File: config.mk
export PLATFORM = sky130hd
export DESIGN_NAME = evr_cordic_cell
export DESIGN_NICKNAME = d
export VERILOG_FILES = /design/src/rtl/core/evr_pkg.sv /design/src/rtl/core/evr_cordic_cell.sv
export SDC_FILE = /design/constraint.sdc
export NUM_CORES = 2
export LEC_CHECK = 0
export ABC_AREA = 1
export BUFFER_PORTS_ARGS = -buffer_cell sky130_fd_sc_hd__buf_2
export CORE_MARGIN = 8
export CORE_UTILIZATION = 25
export CTS_CLUSTER_DIAMETER = 50
export DETAILED_ROUTE_END_ITERATION = 7
export SKIP_CTS_REPAIR_TIMING = 1
export SYNTH_ARGS = -nofsm -noshare
export SYNTH_HDL_FRONTEND = slang
export SYNTH_SLANG_ARGS = --single-unit
File: constraint.sdc
create_clock -name clk -period 8.7 [get_ports clk]
set_input_delay 0.87 -clock clk [delete_from_list [all_inputs] [get_ports clk]]
set_output_delay 0.87 -clock clk [all_outputs]
set_load 0.01 [all_outputs]
File: src/rtl/core/evr_pkg.sv
package evr_pkg;

  localparam int COORD_W   = 16;
  localparam int ANGLE_W   = 16;
  localparam int TRIG_ITER = 16;
  localparam int TRIG_STEPS = (TRIG_ITER > 32) ? 32 : TRIG_ITER;

  // CORDIC datapath width, Q2.30 plus headroom
  localparam int CW = 34;
  // unsaturated intermediate coordinate width
  localparam int INT_W = COORD_W + 4;
  // product / sum width in the plane rotation
  localparam int PW = INT_W + 17;

  localparam logic signed [CW-1:0] CORDIC_GAIN = CW'(652032874);

  typedef enum logic [1:0] {
    AXIS_X,
    AXIS_Y,
    AXIS_Z
  } axis_t;

  typedef struct packed {
    logic signed [CW-1:0] x;
    logic signed [CW-1:0] y;
    logic signed [CW-1:0] z;
  } cordic_lane_t;

  typedef struct packed {
    cordic_lane_t [2:0]          lane;
    logic [2:0]                  flip;
    logic signed [COORD_W-1:0]   vx;
    logic signed [COORD_W-1:0]   vy;
    logic signed [COORD_W-1:0]   vz;
  } cordic_item_t;

  typedef struct packed {
    logic signed [INT_W-1:0] x;
    logic signed [INT_W-1:0] y;
    logic signed [INT_W-1:0] z;
    logic signed [15:0]      sx;
    logic signed [15:0]      cx;
    logic signed [15:0]      sy;
    logic signed [15:0]      cy;
    logic signed [15:0]      sz;
    logic signed [15:0]      cz;
  } rot_item_t;

  function automatic logic signed [CW-1:0] atan_q(input logic [4:0] i);
    logic signed [CW-1:0] r;
    unique case (i)
      5'd0:  r = CW'(536870912);
      5'd1:  r = CW'(316933406);
      5'd2:  r = CW'(167458907);
      5'd3:  r = CW'(85004756);
      5'd4:  r = CW'(42667331);
      5'd5:  r = CW'(21354465);
      5'd6:  r = CW'(10679838);
      5'd7:  r = CW'(5340245);
      5'd8:  r = CW'(2670163);
      5'd9:  r = CW'(1335087);
      5'd10: r = CW'(667544);
      5'd11: r = CW'(333772);
      5'd12: r = CW'(166886);
      5'd13: r = CW'(83443);
      5'd14: r = CW'(41722);
      5'd15: r = CW'(20861);
      5'd16: r = CW'(10430);
      5'd17: r = CW'(5215);
      5'd18: r = CW'(2608);
      5'd19: r = CW'(1304);
      5'd20: r = CW'(652);
      5'd21: r = CW'(326);
      5'd22: r = CW'(163);
      5'd23: r = CW'(81);
      5'd24: r = CW'(41);
      5'd25: r = CW'(20);
      5'd26: r = CW'(10);
      5'd27: r = CW'(5);
      5'd28: r = CW'(3);
      5'd29: r = CW'(1);
      5'd30: r = CW'(1);
      default: r = '0;
    endcase
    return r;
  endfunction

  // Q2.30 -> Q1.15, undo half-turn fold, round half up, saturate
  function automatic logic signed [15:0] trig_q15(input logic signed [CW-1:0] v,
                                                  input logic flip);
    logic signed [CW-1:0] w;
    logic signed [CW-1:0] r;
    logic signed [15:0]   q;
    w = flip ? -v : v;
    r = (w + signed'(CW'(16384))) >>> 15;
    if (r > signed'(CW'(32767)))       q = 16'sh7fff;
    else if (r < -signed'(CW'(32768))) q = 16'sh8000;
    else                               q = r[15:0];
    return q;
  endfunction

endpackage

File: src/rtl/core/evr_cordic_cell.sv
module evr_cordic_cell (
  input  logic                  clk,
  input  logic                  rst,
  input  logic                  en,
  input  logic [4:0]            step,
  input  logic                  d_valid,
  input  evr_pkg::cordic_item_t d,
  output logic                  q_valid,
  output evr_pkg::cordic_item_t q
);
  import evr_pkg::*;

  cordic_item_t          q_next;
  logic signed [CW-1:0]  ang;

  assign ang = atan_q(step);

  always_comb begin
    q_next = d;
    for (int l = 0; l < 3; l++) begin
      if (!d.lane[l].z[CW-1]) begin
        q_next.lane[l].x = d.lane[l].x - (d.lane[l].y >>> step);
        q_next.lane[l].y = d.lane[l].y + (d.lane[l].x >>> step);
        q_next.lane[l].z = d.lane[l].z - ang;
      end else begin
        q_next.lane[l].x = d.lane[l].x + (d.lane[l].y >>> step);
        q_next.lane[l].y = d.lane[l].y - (d.lane[l].x >>> step);
        q_next.lane[l].z = d.lane[l].z + ang;
      end
    end
  end

  always_ff @(posedge clk) begin
    if (rst) begin
      q_valid <= 1'b0;
    end else if (en) begin
      q_valid <= d_valid;
    end
  end

  always_ff @(posedge clk) begin
    if (en) begin
      q <= q_next;
    end
  end
endmodule

== Yosys cells after proc, flatten, opt, wreduce, memory -nomap -nowiden ==
Memory sizes are Yosys's and may differ from the RTL's.
Index checks and enable logic that the tools add are counted.

* Bits in read-only memories: 960
* Word-level logic and storage cells: 42
* Bits of input ports: 366
* Memories: 1
* Bits in registers: 358
* Output and inout bits: 358

{| class="wikitable"
|+ Memory list
! name !! words !! bits a word !! rd ports !! clocked after Yosys merged registers in !! wr ports !! RTL line !! RTL
|-
| (name not given) || 32 || 30 || 1 || 0 || 0 || evr_pkg.sv:51 || <nowiki>unique case (i)</nowiki>
|}

* Muxes and demuxes: 3
* Shifts and indexed selects: 6
* $add $sub $neg: 18

{| class="wikitable"
|+ Operator list
! cell !! number
|-
| 34-bit adder || 9
|-
| 102-bit two-way mux || 3
|-
| 34-bit subtractor || 9
|-
| 34-bit by 5-bit >>> shifter with 34-bit output || 6
|}

== Longest topological paths before layout ==
* Depth after elaboration: 3
* Gate-level depth with buffers: 38
* Mapped depth without buffers: 37

== Worst setup path before layout ==
OpenSTA, ideal clock, no wires.

* Path kind: input to register
* Start: in step[1]
* End: reg q[186] (netlist name), data pin
* Setup slack: 3730 ps
* Setup time: 253 ps
* Arrival time: 4717 ps
* Cell stages on the path: 32
* Buffers on the path: 2
* Data required time: 8447 ps
* Cells stage by stage: inv_2 -> buf_2 -> buf_2 -> ha_1 -> nand2_1 -> a221oi_1 -> nor2_1 -> inv_1 -> ha_1 -> inv_1 -> nor2_1 -> nand4_1 -> nor2_2 -> nand2_1 -> inv_2 -> nand2_2 -> o21ai_1 -> o21ai_0 -> ha_1 -> nand2_1 -> nor2_1 -> nand2_1 -> nor2_1 -> nand2_1 -> o211ai_1 -> nand2_1 -> nand2_1 -> a21boi_0 -> o21ai_0 -> inv_1 -> nand2_1 -> nand2_1

{| class="wikitable"
|+ RTL lines
! element !! RTL line !! RTL
|-
| start, declared || evr_cordic_cell.sv:5 || <nowiki>input logic [4:0] step,</nowiki>
|-
| end signal, assigned || evr_cordic_cell.sv:43 || <nowiki>q <= q_next;</nowiki>
|-
| end, declared || evr_cordic_cell.sv:9 || <nowiki>output evr_pkg::cordic_item_t q</nowiki>
|}

==> metrics.txt <==
HPWL Detailed 183000 µm; starting density of the core 25.1%; Syn Nets 7905; met2 global-route usage 36.5%; Port Buffers 723; drt drc 0; largest net degree at the start of global routing 118; endpoints failing setup 0; crit path DAT 6.70 ns; slew at the pin closest to its max-slew limit 0.967 ns; CP dominant cell by count nand2_1; Vias 52200; DIE AREA 197000 µm²; clk_skew 0 ns; Hold Slack 0.337 ns; Peak VDD IR 0.138 mV; synth cell count leaders nand2_1, nand3_1, inv_1; critical path's slowest cell buf_4; pwr/cell area 193 nW/µm²; Synth cell types 60; busiest grt layer met2; number of flops mapped to enable cells by yosys 357; CP endpoint kind flop; routability cong. 0.985; Synth top area share 23.4%; CP peak stage delay 0.73 ns; Worst-path clk slew 0.06 ns; root buffer cell clkbuf_16; fmax 0.159 GHz; Filler Cell Count 20400; CTS H-tree lvls 3; Worst Path Class, Setup in -> reg; status completed; CP Max Fanout 78; Hold Path End q_valid$_SDFFE_PP0P_; most instantiated library cell after synthesis nand2_1; startpoint types input port; TritonCTS clock tree yes; fin crit share 72.3%; DRT Wirelength 221000 µm; post-synthesis cell count 7218; reg2reg setup slack 8.11 ns; Die W 444 µm; YS warnings 0; fraction of layout cells with a size suffix above 1 13.2%; row count 157; vias in the first global route 49500; FF+latch count, synth 358; Core Box Area 183000 µm²; asr flop ratio synth 0%; Die Y 444 µm; reg2reg path depth 2; wire per inst 21.6 µm; max-cap violations 0; post-route setup TNS 0 ns; Layout area overhead 17.9%; register area 10700 µm²; I/O Pins 724; Final nets 8485; Num CTS Buffers 73; Final min period 6.29 ns; largest area contributor in the netlist edfxtp_1; Routed Antenna Nets 0; Synth Area per Inst 6.35 µm²; DR pass1 iterations 6; Hold Crit Class in -> reg; clock tree buffer depth 3; number of DRC markers in iteration 0 5034; grt total ovfl 0; synthesized area 45800 µm²; met1 Use GR 25.8%; Main synth FF type edfxtp_1; pins over their slew limit 0; multi-input logic area 31200 µm²; CP Data Required Time 9.11 ns; first-pass GRT wire length 319000 µm; routed vias/inst 5.09; hold path depth 2; Final Hold Fails 0; Pleak 26.4 nW; r2r startpoint q_valid$_SDFFE_PP0P_; register area share after synthesis 23.4%; M3 GR Usage 3.42%; Num Clock Sinks 358; unrepaired setup endpoints after global routing no; Clk Latency, worst-skew pair 0.69 ns; initial antenna violation count 29; reg2reg end q_valid$_SDFFE_PP0P_; top post-synthesis cells by area edfxtp_1, nand2_1, nand3_1; GR Util All Layers 21.1%; Worst Hold Launch rst; Slew headroom 35.6%; Tot Pwr 10.5 mW
-- logic make-up after synthesis --
group / count (synthesis) / synth area share (%)
buffers and inverters: 935 / 8.53
muxes: 1 / 0.0218
DFF: 358 / 23.4
adders and majority gates: 321 / 8.91
AOI/OAI and AO/OA: 993 / 12.3
xor gates and xnor gates: 425 / 8.12
and+or+nand+nor: 4185 / 38.7
-- report_power, final --
part           switching (mW)  internal (mW)  leakage (nW)
Sequential              0.149           2.50          3.50
Clock                    1.19           1.79          1.24
Combinational            3.25           1.58          21.7
Total                    4.58           5.87          26.4
-- how the worst max path moves through the flow --
stage,start,endpoint,slack [ns],depth (start not counted)
floorplan,step[1],q[186]$_DFFE_PP_,3.73,32
global placement,step[3],q[347]$_DFFE_PP_,1.80,29
detailed placement,step[3],q[347]$_DFFE_PP_,1.79,29
CTS,step[3],q[347]$_DFFE_PP_,2.53,29
global route,step[0],q[347]$_DFFE_PP_,1.99,29
finish,step[0],q[347]$_DFFE_PP_,2.41,29
-- cells in the final DEF (no fill, tap or decap), types with 11 or more instances in the layout --
| master | instances |
|---|---|
| ha_1 | 312 |
| o21a_1 | 40 |
| inv_1 | 632 |
| clkbuf_16 | 75 |
| edfxtp_1 | 357 |
| nand3b_1 | 13 |
| nand2_1 | 2316 |
| xor2_1 | 285 |
| nor2_1 | 539 |
| clkinv_1 | 13 |
| a21boi_0 | 26 |
| inv_6 | 12 |
| a31oi_1 | 77 |
| diode_2 | 16 |
| buf_4 | 33 |
| nand2_2 | 28 |
| nand3_1 | 1127 |
| o211ai_1 | 19 |
| nand4_1 | 57 |
| o21ai_1 | 41 |
| buf_2 | 718 |
| o31ai_1 | 11 |
| inv_8 | 12 |
| inv_2 | 36 |
| nor2_2 | 33 |
| xnor2_1 | 140 |
| a21o_1 | 27 |
| o21ai_0 | 303 |
| a21oi_1 | 385 |
| o2111ai_1 | 12 |
| nor3_1 | 23 |
-- area by class of cell --
type	count	area share, %
inverter	683	4.78
multi-input combinational	5925	57.7
timing repair buffer	757	7.27
sequential	358	19.9
clock inverter	52	1.22
clock buffer	83	3.56
antenna	16	0.0741
tap	2385	5.52
-- registers in the layout (all words and copies together), names as in the netlist --
register	count
q_valid	1
q	357
-- worst max-delay path, delay by kind of cell --
family	cells	cell delay (ns)
adder cells (fa/ha/maj)	2	0.57
AND/OR/NAND/NOR	12	1.58
AO/OA/AOI/OAI	5	1.46
XOR/XNOR	2	0.35
buffers and inverters	8	1.74
-- routing by layer --
metal	wire length (µm)	share of wire, %
met4	10600	4.8
met1	89400	40
met3	15500	7.0
met2	106000	48
met5	69	0.031
-- through the flow --
step | util [%] | area [µm²] | setup slack (ns) | cells
after global placement | 28.2 | 51400 | 1.80 | 10100
after floorplan | - | 45800 | 3.73 | 7218
after detailed placement | 28.2 | 51400 | 1.79 | 10100
after CTS | 29.6 | 54000 | 2.53 | 10200
after global routing | 29.6 | 54000 | 1.99 | 10300
final | 29.6 | 54100 | 2.41 | 10300
Power figures use the tool's default switching activity.
